==> config.mk <==
export PLATFORM = sky130hd
export DESIGN_NAME = wavetable_page_select
export DESIGN_NICKNAME = d
export VERILOG_FILES = /design/src/pg_pkg.sv /design/src/wavetable_page_select.sv /design/src/pg_cfg.sv /design/src/pg_front.sv /design/src/pg_back.sv
export SDC_FILE = /design/constraint.sdc
export NUM_CORES = 2
export LEC_CHECK = 0
export BUFFER_PORTS_ARGS = -buffer_cell sky130_fd_sc_hd__buf_4
export CAP_MARGIN = 20
export CORE_MARGIN = 3
export CORE_UTILIZATION = 55
export DETAILED_ROUTE_END_ITERATION = 12
export GPL_TIMING_DRIVEN = 0
export PLACE_DENSITY_LB_ADDON = 0.1
export SKIP_LAST_GASP = 1
export SLEW_MARGIN = 20
export SYNTH_ARGS = -nofsm -noshare
export SYNTH_HDL_FRONTEND = slang
export SYNTH_SLANG_ARGS = --single-unit
==> constraint.sdc <==
create_clock -name i_clk -period 10.3 [get_ports i_clk]
set_input_delay 0.515 -clock i_clk [delete_from_list [all_inputs] [get_ports i_clk]]
set_output_delay 0.515 -clock i_clk [all_outputs]
set_load 0.03 [all_outputs]
==> src/pg_pkg.sv <==
// Package for the wavetable page selector: field widths, register and mode codes,
// ratio constants and the structs that pass between the pipeline modules.
// No dependencies.
package pg_pkg;

    localparam int PG_FREQ_W    = 24;
    localparam int PG_MODE_W    = 3;
    localparam int PG_COUNT_W   = 5;
    localparam int PG_INDEX_W   = 4;
    localparam int PG_CFG_IDX_W = 2;

    localparam int PG_MAX_PAGES = 16;
    localparam int PG_EQ_TAPS   = PG_MAX_PAGES - 1;
    localparam int PG_EQ_W      = $clog2(PG_EQ_TAPS + 1);
    localparam int PG_EQ_PROD_W = PG_FREQ_W + PG_EQ_W;

    localparam int PG_OCT_LIMIT = 24;
    localparam int PG_OCT_W     = $clog2(PG_OCT_LIMIT + 1);
    localparam int PG_OCT_CMP_W = PG_FREQ_W + PG_OCT_LIMIT;

    localparam int PG_RATIO_FRAC = 16;
    localparam int PG_RATIO_W    = 17;
    localparam int PG_PROD_W     = PG_FREQ_W + PG_RATIO_W;
    localparam int PG_FIX_W      = PG_FREQ_W + PG_RATIO_FRAC;
    localparam int PG_WIDE_W     = PG_PROD_W + PG_OCT_LIMIT;
    localparam int PG_RAW_W      = 7;

    // Register indexes of the configuration port.
    localparam logic [PG_CFG_IDX_W-1:0] PG_REG_BASE  = 2'd0;
    localparam logic [PG_CFG_IDX_W-1:0] PG_REG_MODE  = 2'd1;
    localparam logic [PG_CFG_IDX_W-1:0] PG_REG_COUNT = 2'd2;

    // Page spacing modes.
    localparam logic [PG_MODE_W-1:0] PG_MODE_EQUAL   = 3'd0;
    localparam logic [PG_MODE_W-1:0] PG_MODE_FULL    = 3'd1;
    localparam logic [PG_MODE_W-1:0] PG_MODE_QUARTER = 3'd2;
    localparam logic [PG_MODE_W-1:0] PG_MODE_THIRD   = 3'd3;
    localparam logic [PG_MODE_W-1:0] PG_MODE_HALF    = 3'd4;
    localparam logic [PG_MODE_W-1:0] PG_MODE_OCTAVE  = 3'd5;
    localparam logic [PG_MODE_W-1:0] PG_MODE_DOUBLE  = 3'd6;
    localparam logic [PG_MODE_W-1:0] PG_MODE_UNUSED  = 3'd7;

    localparam logic [PG_FREQ_W-1:0]  PG_BASE_RESET  = 24'd25600;
    localparam logic [PG_MODE_W-1:0]  PG_MODE_RESET  = PG_MODE_OCTAVE;
    localparam logic [PG_COUNT_W-1:0] PG_COUNT_RESET = 5'd1;

    // Q1.16 values of 2^(1/4), 2^(2/4), 2^(3/4), 2^(1/3), 2^(2/3), rounded to nearest.
    localparam logic [PG_RATIO_W-1:0] PG_RATIO_Q1 = 17'd77936;
    localparam logic [PG_RATIO_W-1:0] PG_RATIO_Q2 = 17'd92682;
    localparam logic [PG_RATIO_W-1:0] PG_RATIO_Q3 = 17'd110218;
    localparam logic [PG_RATIO_W-1:0] PG_RATIO_T1 = 17'd82570;
    localparam logic [PG_RATIO_W-1:0] PG_RATIO_T2 = 17'd104032;

    typedef struct packed {
        logic [PG_FREQ_W-1:0]  base;
        logic [PG_MODE_W-1:0]  mode;
        logic [PG_COUNT_W-1:0] lim;
        logic                  empty;
        logic                  single;
        logic [PG_PROD_W-1:0]  prod_q1;
        logic [PG_PROD_W-1:0]  prod_q2;
        logic [PG_PROD_W-1:0]  prod_q3;
        logic [PG_PROD_W-1:0]  prod_t1;
        logic [PG_PROD_W-1:0]  prod_t2;
    } t_cfg;

    typedef struct packed {
        logic [PG_FREQ_W-1:0] freq;
        logic [PG_OCT_W-1:0]  oct;
        logic [PG_EQ_W-1:0]   eq_idx;
        logic                 zero_page;
        logic                 last_page;
    } t_mid;

endpackage

==> src/wavetable_page_select.sv <==
// Top level of the wavetable page selector: configuration registers and the
// four-stage lookup pipeline. Depends on pg_pkg, pg_cfg, pg_front and pg_back.
//
// Usage:
// Base frequency, spacing mode and page count are written through the plain
// write port (i_cfg_wr_en, i_cfg_index, i_cfg_data) while no item is in flight.
// Each input item carries one requested frequency on i_frequency and is taken
// when i_in_valid is high and o_in_stall is low. Each item yields one result
// item, o_page_index and o_not_found, taken when o_out_valid is high and
// i_out_stall is low.
// The result reaches the output register through four register stages: input register,
// threshold compares, count encoding, fractional-octave compare with mode selection
// and clamping. One item is accepted every cycle while o_in_stall is low.
// When the receiver stalls, the output register holds its item and each
// earlier stage keeps filling until it holds a valid item; o_in_stall rises
// only when all four stages are full.
// Reset clears every stage valid bit and returns the registers to base 100 Hz,
// octave spacing and a single page.
module wavetable_page_select import pg_pkg::*; (
    input  logic                    i_clk,
    input  logic                    i_rst_n,
    input  logic                    i_cfg_wr_en,
    input  logic [PG_CFG_IDX_W-1:0] i_cfg_index,
    input  logic [PG_FREQ_W-1:0]    i_cfg_data,
    input  logic                    i_in_valid,
    output logic                    o_in_stall,
    input  logic [PG_FREQ_W-1:0]    i_frequency,
    output logic                    o_out_valid,
    input  logic                    i_out_stall,
    output logic [PG_INDEX_W-1:0]   o_page_index,
    output logic                    o_not_found
);

    t_cfg w_cfg;
    t_mid w_mid;
    logic w_mid_valid;
    logic w_back_ready;

    pg_cfg u_cfg (
        .i_clk       (i_clk),
        .i_rst_n     (i_rst_n),
        .i_cfg_wr_en (i_cfg_wr_en),
        .i_cfg_index (i_cfg_index),
        .i_cfg_data  (i_cfg_data),
        .o_cfg       (w_cfg)
    );

    pg_front u_front (
        .i_clk       (i_clk),
        .i_rst_n     (i_rst_n),
        .i_cfg       (w_cfg),
        .i_valid     (i_in_valid),
        .o_stall     (o_in_stall),
        .i_frequency (i_frequency),
        .o_valid     (w_mid_valid),
        .i_ready     (w_back_ready),
        .o_mid       (w_mid)
    );

    pg_back u_back (
        .i_clk        (i_clk),
        .i_rst_n      (i_rst_n),
        .i_cfg        (w_cfg),
        .i_valid      (w_mid_valid),
        .o_ready      (w_back_ready),
        .i_mid        (w_mid),
        .o_valid      (o_out_valid),
        .i_stall      (i_out_stall),
        .o_page_index (o_page_index),
        .o_not_found  (o_not_found)
    );

endmodule

==> src/pg_cfg.sv <==
// Configuration registers of the page selector and the values derived from them:
// clamped page limit and the base frequency scaled by each fractional octave ratio.
// Depends on pg_pkg.
module pg_cfg import pg_pkg::*; (
    input  logic                    i_clk,
    input  logic                    i_rst_n,
    input  logic                    i_cfg_wr_en,
    input  logic [PG_CFG_IDX_W-1:0] i_cfg_index,
    input  logic [PG_FREQ_W-1:0]    i_cfg_data,
    output t_cfg                    o_cfg
);

    logic [PG_FREQ_W-1:0]  r_base;
    logic [PG_MODE_W-1:0]  r_mode;
    logic [PG_COUNT_W-1:0] r_count;
    logic [PG_PROD_W-1:0]  r_prod_q1;
    logic [PG_PROD_W-1:0]  r_prod_q2;
    logic [PG_PROD_W-1:0]  r_prod_q3;
    logic [PG_PROD_W-1:0]  r_prod_t1;
    logic [PG_PROD_W-1:0]  r_prod_t2;
    logic [PG_COUNT_W-1:0] w_pages;

    always_ff @(posedge i_clk) begin
        if (!i_rst_n) begin
            r_base  <= PG_BASE_RESET;
            r_mode  <= PG_MODE_RESET;
            r_count <= PG_COUNT_RESET;
        end else if (i_cfg_wr_en) begin
            unique case (i_cfg_index)
                PG_REG_BASE:  r_base  <= i_cfg_data;
                PG_REG_MODE:  r_mode  <= i_cfg_data[PG_MODE_W-1:0];
                PG_REG_COUNT: r_count <= i_cfg_data[PG_COUNT_W-1:0];
                default: ;
            endcase
        end
    end

    // Constant products follow the base register in the next cycle; an item reaches
    // the stage that reads them well after that.
    always_ff @(posedge i_clk) begin
        r_prod_q1 <= PG_PROD_W'(r_base) * PG_PROD_W'(PG_RATIO_Q1);
        r_prod_q2 <= PG_PROD_W'(r_base) * PG_PROD_W'(PG_RATIO_Q2);
        r_prod_q3 <= PG_PROD_W'(r_base) * PG_PROD_W'(PG_RATIO_Q3);
        r_prod_t1 <= PG_PROD_W'(r_base) * PG_PROD_W'(PG_RATIO_T1);
        r_prod_t2 <= PG_PROD_W'(r_base) * PG_PROD_W'(PG_RATIO_T2);
    end

    assign w_pages = (r_count > PG_COUNT_W'(PG_MAX_PAGES)) ? PG_COUNT_W'(PG_MAX_PAGES) : r_count;

    always_comb begin
        o_cfg         = '0;
        o_cfg.base    = r_base;
        o_cfg.mode    = r_mode;
        o_cfg.lim     = w_pages - PG_COUNT_W'(1);
        o_cfg.empty   = (w_pages == '0);
        o_cfg.single  = (w_pages == PG_COUNT_W'(1));
        o_cfg.prod_q1 = r_prod_q1;
        o_cfg.prod_q2 = r_prod_q2;
        o_cfg.prod_q3 = r_prod_q3;
        o_cfg.prod_t1 = r_prod_t1;
        o_cfg.prod_t2 = r_prod_t2;
    end

endmodule

==> src/pg_front.sv <==
// Front of the page selector pipeline: input register, parallel compares of the
// frequency against base multiples and octaves, and encoding of the counts.
// Depends on pg_pkg.
module pg_front import pg_pkg::*; (
    input  logic                 i_clk,
    input  logic                 i_rst_n,
    input  t_cfg                 i_cfg,
    input  logic                 i_valid,
    output logic                 o_stall,
    input  logic [PG_FREQ_W-1:0] i_frequency,
    output logic                 o_valid,
    input  logic                 i_ready,
    output t_mid                 o_mid
);

    logic                    r_a_valid;
    logic [PG_FREQ_W-1:0]    r_a_freq;
    logic                    r_b_valid;
    logic [PG_FREQ_W-1:0]    r_b_freq;
    logic [PG_OCT_LIMIT-1:0] r_b_oct_th;
    logic [PG_EQ_TAPS-1:0]   r_b_eq_th;
    logic                    r_b_zero;
    logic                    r_b_last;
    logic                    r_c_valid;
    t_mid                    r_c_mid;

    logic                    w_a_ready;
    logic                    w_b_ready;
    logic                    w_c_ready;
    logic [PG_OCT_LIMIT-1:0] w_oct_th;
    logic [PG_EQ_TAPS-1:0]   w_eq_th;
    logic                    w_zero;
    logic [PG_OCT_LIMIT-1:0] w_oct_hot;
    logic [PG_EQ_TAPS-1:0]   w_eq_hot;
    t_mid                    w_mid;

    assign w_c_ready = !r_c_valid || i_ready;
    assign w_b_ready = !r_b_valid || w_c_ready;
    assign w_a_ready = !r_a_valid || w_b_ready;
    assign o_stall   = !w_a_ready;

    always_ff @(posedge i_clk) begin
        if (!i_rst_n) begin
            r_a_valid <= 1'b0;
            r_b_valid <= 1'b0;
            r_c_valid <= 1'b0;
        end else begin
            if (w_a_ready) begin
                r_a_valid <= i_valid;
            end
            if (w_b_ready) begin
                r_b_valid <= r_a_valid;
            end
            if (w_c_ready) begin
                r_c_valid <= r_b_valid;
            end
        end
    end

    // Bit k-1 of each thermometer is set when base*k (equal) or base*2^k (octave)
    // does not exceed the frequency; both fill from the bottom up.
    always_comb begin
        for (int k = 1; k <= PG_OCT_LIMIT; k++) begin
            w_oct_th[k-1] = ((PG_OCT_CMP_W'(i_cfg.base) << k) <= PG_OCT_CMP_W'(r_a_freq));
        end
        for (int k = 1; k <= PG_EQ_TAPS; k++) begin
            w_eq_th[k-1] = ((PG_EQ_PROD_W'(i_cfg.base) * PG_EQ_PROD_W'(k))
                           <= PG_EQ_PROD_W'(r_a_freq));
        end
    end

    assign w_zero = i_cfg.single || (r_a_freq == '0) || (r_a_freq < i_cfg.base)
                 || (i_cfg.mode == PG_MODE_FULL) || (i_cfg.mode == PG_MODE_UNUSED);

    always_ff @(posedge i_clk) begin
        if (w_b_ready) begin
            r_b_freq   <= r_a_freq;
            r_b_oct_th <= w_oct_th;
            r_b_eq_th  <= w_eq_th;
            r_b_zero   <= w_zero;
            r_b_last   <= (i_cfg.base == '0);
        end
    end

    if (1) begin : g_a_load
        always_ff @(posedge i_clk) begin
            if (w_a_ready) begin
                r_a_freq <= i_frequency;
            end
        end
    end

    // The top set bit of a thermometer gives its count.
    assign w_oct_hot = r_b_oct_th & ~(r_b_oct_th >> 1);
    assign w_eq_hot  = r_b_eq_th & ~(r_b_eq_th >> 1);

    always_comb begin
        w_mid           = '0;
        w_mid.freq      = r_b_freq;
        w_mid.zero_page = r_b_zero;
        w_mid.last_page = r_b_last;
        for (int k = 0; k < PG_OCT_LIMIT; k++) begin
            w_mid.oct = w_mid.oct | (w_oct_hot[k] ? PG_OCT_W'(k + 1) : '0);
        end
        for (int k = 0; k < PG_EQ_TAPS; k++) begin
            w_mid.eq_idx = w_mid.eq_idx | (w_eq_hot[k] ? PG_EQ_W'(k + 1) : '0);
        end
    end

    always_ff @(posedge i_clk) begin
        if (w_c_ready) begin
            r_c_mid <= w_mid;
        end
    end

    assign o_valid = r_c_valid;
    assign o_mid   = r_c_mid;

endmodule

==> src/pg_back.sv <==
// Back of the page selector pipeline: fractional octave compares, index per
// spacing mode, clamping and the output register.
// Depends on pg_pkg.
module pg_back import pg_pkg::*; (
    input  logic                  i_clk,
    input  logic                  i_rst_n,
    input  t_cfg                  i_cfg,
    input  logic                  i_valid,
    output logic                  o_ready,
    input  t_mid                  i_mid,
    output logic                  o_valid,
    input  logic                  i_stall,
    output logic [PG_INDEX_W-1:0] o_page_index,
    output logic                  o_not_found
);

    logic                  r_d_valid;
    logic [PG_INDEX_W-1:0] r_page_index;
    logic                  r_not_found;

    logic [PG_PROD_W-1:0]  w_prod [3];
    logic [2:0]            w_use;
    logic [2:0]            w_pass;
    logic [PG_FIX_W-1:0]   w_fix;
    logic [1:0]            w_sub;
    logic [PG_RAW_W-1:0]   w_oct;
    logic [PG_RAW_W-1:0]   w_raw;
    logic [PG_RAW_W-1:0]   w_lim;
    logic [PG_RAW_W-1:0]   w_sel;

    assign o_ready = !r_d_valid || !i_stall;

    always_comb begin
        w_prod[0] = i_cfg.prod_q1;
        w_prod[1] = i_cfg.prod_q2;
        w_prod[2] = i_cfg.prod_q3;
        w_use     = 3'b111;
        case (i_cfg.mode)
            PG_MODE_THIRD: begin
                w_prod[0] = i_cfg.prod_t1;
                w_prod[1] = i_cfg.prod_t2;
                w_use     = 3'b011;
            end
            PG_MODE_HALF: begin
                w_prod[0] = i_cfg.prod_q2;
                w_use     = 3'b001;
            end
            default: ;
        endcase
    end

    // The threshold for step j inside an octave is (base * ratio_j) << octave.
    assign w_fix = {i_mid.freq, {PG_RATIO_FRAC{1'b0}}};

    always_comb begin
        for (int j = 0; j < 3; j++) begin
            w_pass[j] = w_use[j]
                     && ((PG_WIDE_W'(w_prod[j]) << i_mid.oct) <= PG_WIDE_W'(w_fix));
        end
    end

    assign w_sub = {1'b0, w_pass[0]} + {1'b0, w_pass[1]} + {1'b0, w_pass[2]};
    assign w_oct = PG_RAW_W'(i_mid.oct);
    assign w_lim = PG_RAW_W'(i_cfg.lim);

    always_comb begin
        unique case (i_cfg.mode)
            PG_MODE_EQUAL:   w_raw = PG_RAW_W'(i_mid.eq_idx);
            PG_MODE_QUARTER: w_raw = (w_oct << 2) + PG_RAW_W'(w_sub);
            PG_MODE_THIRD:   w_raw = (w_oct << 1) + w_oct + PG_RAW_W'(w_sub);
            PG_MODE_HALF:    w_raw = (w_oct << 1) + PG_RAW_W'(w_sub);
            PG_MODE_OCTAVE:  w_raw = w_oct;
            PG_MODE_DOUBLE:  w_raw = w_oct >> 1;
            default:         w_raw = '0;
        endcase
    end

    always_comb begin
        if (i_cfg.empty || i_mid.zero_page) begin
            w_sel = '0;
        end else if (i_mid.last_page || (w_raw > w_lim)) begin
            w_sel = w_lim;
        end else begin
            w_sel = w_raw;
        end
    end

    always_ff @(posedge i_clk) begin
        if (!i_rst_n) begin
            r_d_valid <= 1'b0;
        end else if (o_ready) begin
            r_d_valid <= i_valid;
        end
    end

    always_ff @(posedge i_clk) begin
        if (o_ready) begin
            r_page_index <= w_sel[PG_INDEX_W-1:0];
            r_not_found  <= i_cfg.empty;
        end
    end

    assign o_valid      = r_d_valid;
    assign o_page_index = r_page_index;
    assign o_not_found  = r_not_found;

    a_index_within_limit : assert property (@(posedge i_clk) disable iff (!i_rst_n)
        r_d_valid && !r_not_found |-> PG_COUNT_W'(r_page_index) <= i_cfg.lim)
        else $error("page index above page count limit");

    a_empty_flags : assert property (@(posedge i_clk) disable iff (!i_rst_n)
        r_d_valid && i_cfg.empty |-> r_not_found && (r_page_index == '0))
        else $error("empty table did not raise not_found with page zero");

    a_zero_page_loaded : assert property (@(posedge i_clk) disable iff (!i_rst_n)
        i_valid && o_ready && i_mid.zero_page |=> r_d_valid && (r_page_index == '0))
        else $error("item that selects page zero left a nonzero index");

endmodule
==> run metrics <==
CTS max path bufs 3; row count roughly 130; P&R area growth vs syn 7.753%; Synth top area share 0.2598; die outline width roughly 360 um; crit end category flip-flop; area post-placement between 70000 and 80000 sq um; GRT overflow 0; Post-synth EDFFs about 130; CP startpoint u_cfg.r_mode[2]; reg2reg end u_back.o_page_index[0]; hpwl dp about 230000 um; largest net degree at the start of global routing between 40 and 50; Post-DRT Antenna Nets 0; cell count of the worst reg-to-reg path 40; Ports 62; Setup crit start kind flip-flop; layout cells sized above 1 0.06297; setup violators final 0; # fillers between 10000 and 15000; CTS root buf clkbuf_16; Final nets 9539; Mapped Cells about 7300; Reg2Reg Launch Point u_cfg.r_mode[2]; H-tree Lvls 2; critical path's slowest cell a21oi_1; Synth area leaders ha_1 26%, fa_1 18%, dfxtp_1 6.3%, edfxtp_1 5.6%, inv_1 5.2%; core area roughly 120000 sq um; Synth async-reset ratio 0; final WL roughly 280000 um; YS warnings 0; vias 60530; final cell area excluding filler cells slightly above 70000 sq um; Max Clk Rate slightly below 0.1 GHz; CP peak stage delay 0.74 ns; DRT iter0 DRCs around 6000; Synth Flop Type dfxtp_1; Required @ worst endpoint about 11 ns; Max-slew headroom 0.1732; TritonCTS clock tree done; Slew @ Worst Pin ~1.2 ns; DRC 0; Clk pin slew, worst setup/hold paths approximately 0.07 ns; fin. max-slew vios 0; Starting Density 0.5566; worst slack at placement -2.587 ns; number of global-route vias before repair about 60000; Hold Path Sink u_front.r_a_freq[5]; clk_skew between 0.03 and 0.04 ns; DR pass1 iterations 9; CP dominant cell by count a21oi_1; Worst Hold Class in2reg; setup ws final 0.1388 ns; CTS buffer count 37; syn_area_per_cell around 9.1 sq um; Pint roughly 5000 uW; Gate power share 0.687; FF-to-FF setup slack 0.14 ns; worst-path maximum fanout 10; Synth area leader ha_1; first-pass GRT wire length 407400 um; Sequential Power Share 0.185; CP Class reg2reg; maximum VDD drop 0.0001235 V; clock share of power 0.128; crit share post-route 0.9865; clock sink total ~340; Hold Crit Start i_frequency[5]; status complete, no violations; commonest cells in the netlist 1394 x ha_1, 928 x inv_1, 607 x fa_1; RSZ-0062 raised after global routing no; #FFs+latches synth 337; Via-to-Cell Ratio roughly 6.6; Pleak about 0.038 uW; Sw Share 0.5277; min cycle time layout around 10 ns; Wirelength per Cell just over 30 um; pwr dens 146.8 nW/um^2; post-synth cell types a little over 90; sequential element share of the synthesized area 0.1193; Switching Power around 5600 uW; WP data arrival 10.56 ns; antenna violations before repair 19; Hold Vio Cnt, Final 0; Post-Syn Nets between 9000 and 10000; DIE AREA ~130000 sq um; Die Y 355.4 um; Max Cap Viol 0; GRT Resource Usage Total 0.4437; Placer Congestion 1.085; most instantiated library cell after synthesis ha_1; Mapped Area around 67000 sq um; clk_lat worst skew between 0.5 and 0.6 ns; hold path cells 1; port bufs 60
[area by class of cell]
class                           count  area, sq um  area share
Antenna cell                        9        22.52   0.0003113
Timing Repair Buffer              100         1295     0.01790
Clock buffer                       48         1050     0.01451
Clock inverter                     19        192.7    0.002664
Multi-Input combinational cell   5930        55430      0.7663
Buffer                            145        721.9    0.009980
Inverter                          932         3505     0.04845
Tap cell                         1612         2017     0.02788
Sequential cell                   337         8103      0.1120
[power groups by stage]
stage / Combinational, uW / Sequential [uW] / Clock, uW
2_1_floorplan: 4360 / 1860 / 0
3_3_place_gp: 6700 / 2010 / 0
3_5_place_dp: 6820 / 1970 / 0
4_1_cts: 6930 / 1940 / 1370
5_1_grt: 7730 / 1980 / 1410
6_report: 7290 / 1970 / 1350
[how the worst max path moves through the flow]
stage | endpoint | depth (start not counted)
CTS | u_back.o_page_index[0] | 36
detailed placement | u_back.o_page_index[3] | 39
global route | u_back.o_page_index[3] | 42
floorplan | u_back.o_page_index[2] | 39
finish | u_back.o_page_index[0] | 40
global placement | u_back.o_page_index[2] | 39
[sequential cells by signal (all words and copies together), names as in the netlist, 15 cells and up]
register,cells
u_cfg.r_prod_q1,37
u_front.r_b_freq,24
u_front.r_b_eq_th,15
u_cfg.r_prod_q2,39
u_front.o_mid,35
u_cfg.r_base,24
u_cfg.r_prod_t1,31
u_cfg.r_prod_q3,34
u_cfg.r_prod_t2,34
u_front.r_a_freq,24
u_front.r_b_oct_th,21
[placed cells by master, fill, tap and decap left out, types with 37 or more instances in the layout]
| master | Yosys | final |
|---|---|---|
| nor2b_1 | 113 | 113 |
| a21oi_1 | 435 | 434 |
| xnor2_1 | 221 | 221 |
| o21a_1 | 63 | 63 |
| a21o_1 | 289 | 289 |
| inv_1 | 928 | 908 |
| o211ai_1 | 43 | 43 |
| nand2b_1 | 78 | 78 |
| a31oi_1 | 59 | 59 |
| and3_1 | 44 | 44 |
| edfxtp_1 | 126 | 126 |
| clkbuf_16 | 0 | 39 |
| nor3_1 | 80 | 80 |
| nor3b_1 | 41 | 40 |
| mux2i_1 | 251 | 237 |
| nor2_1 | 351 | 351 |
| dfxtp_1 | 211 | 185 |
| clkbuf_1 | 88 | 53 |
| ha_1 | 1394 | 1394 |
| xor2_1 | 64 | 64 |
| nand2_1 | 434 | 432 |
| mux4_2 | 38 | 38 |
| nand3_1 | 123 | 122 |
| o21bai_1 | 43 | 43 |
| a211oi_1 | 87 | 84 |
| a21boi_0 | 37 | 37 |
| buf_4 | 2 | 72 |
| fa_1 | 607 | 606 |
| o21ai_0 | 342 | 329 |
| nand4_1 | 156 | 156 |
[kinds of logic (layout without fill, tap and decap cells)]
| kind of cell | Yosys count | after routing | share of synthesized area |
|---|---|---|---|
| fa+ha+maj | 2001 | 2001 | 0.4408 |
| compound gates | 1728 | 1728 | 0.1684 |
| simple gates | 1606 | 1606 | 0.1198 |
| buf+inv | 1077 | 1244 | 0.06083 |
| flops | 337 | 337 | 0.1193 |
| mux | 310 | 310 | 0.05369 |
| xor+xnor | 285 | 285 | 0.03718 |
| other cells | 0 | 9 | 0 |
[metal layers]
metal / global-route usage / vias up / part of all wire
met4: 0.3720 / 4 / 0.11
met3: 0.09553 / 1122 / 0.093
met1: 0.5109 / 29410 / 0.36
li1: - / 26550 / -
met5: 0 / - / 0.000081
met2: 0.7066 / 3447 / 0.44
[metrics by stage]
stage / hold slack (ns) / TNS [ns] / power, uW / utilization / std cells
3_3_place_gp: 0.4024 / -17.77 / 8705 / 0.5771 / 9016
4_1_cts: 0.07369 / 0 / 10240 / 0.5973 / 9119
2_1_floorplan: 0.4003 / 0 / 6221 / - / 7344
5_1_grt: 0.09179 / 0 / 11130 / 0.5997 / 9126
6_report: 0.09774 / 0 / 10620 / 0.5998 / 9132
3_5_place_dp: 0.4045 / -10.31 / 8794 / 0.5846 / 9051
[worst max-delay path: cells and delay by family, from the launching register on]
family / cells / cell delay (ns)
compound gates: 14 / 3.51
fa+ha+maj: 6 / 2.30
simple gates: 12 / 2.21
buf+inv: 7 / 1.26
flops: 1 / 0.42
mux: 1 / 0.23
[repair_timing]
action                     CTS  global route
setup endpoints to repair    4             4
gates resized for setup    106            87
buffers inserted             1             3
pin swaps                    1             8
hold buffers                 0             0
Power figures use the tool's default switching activity.
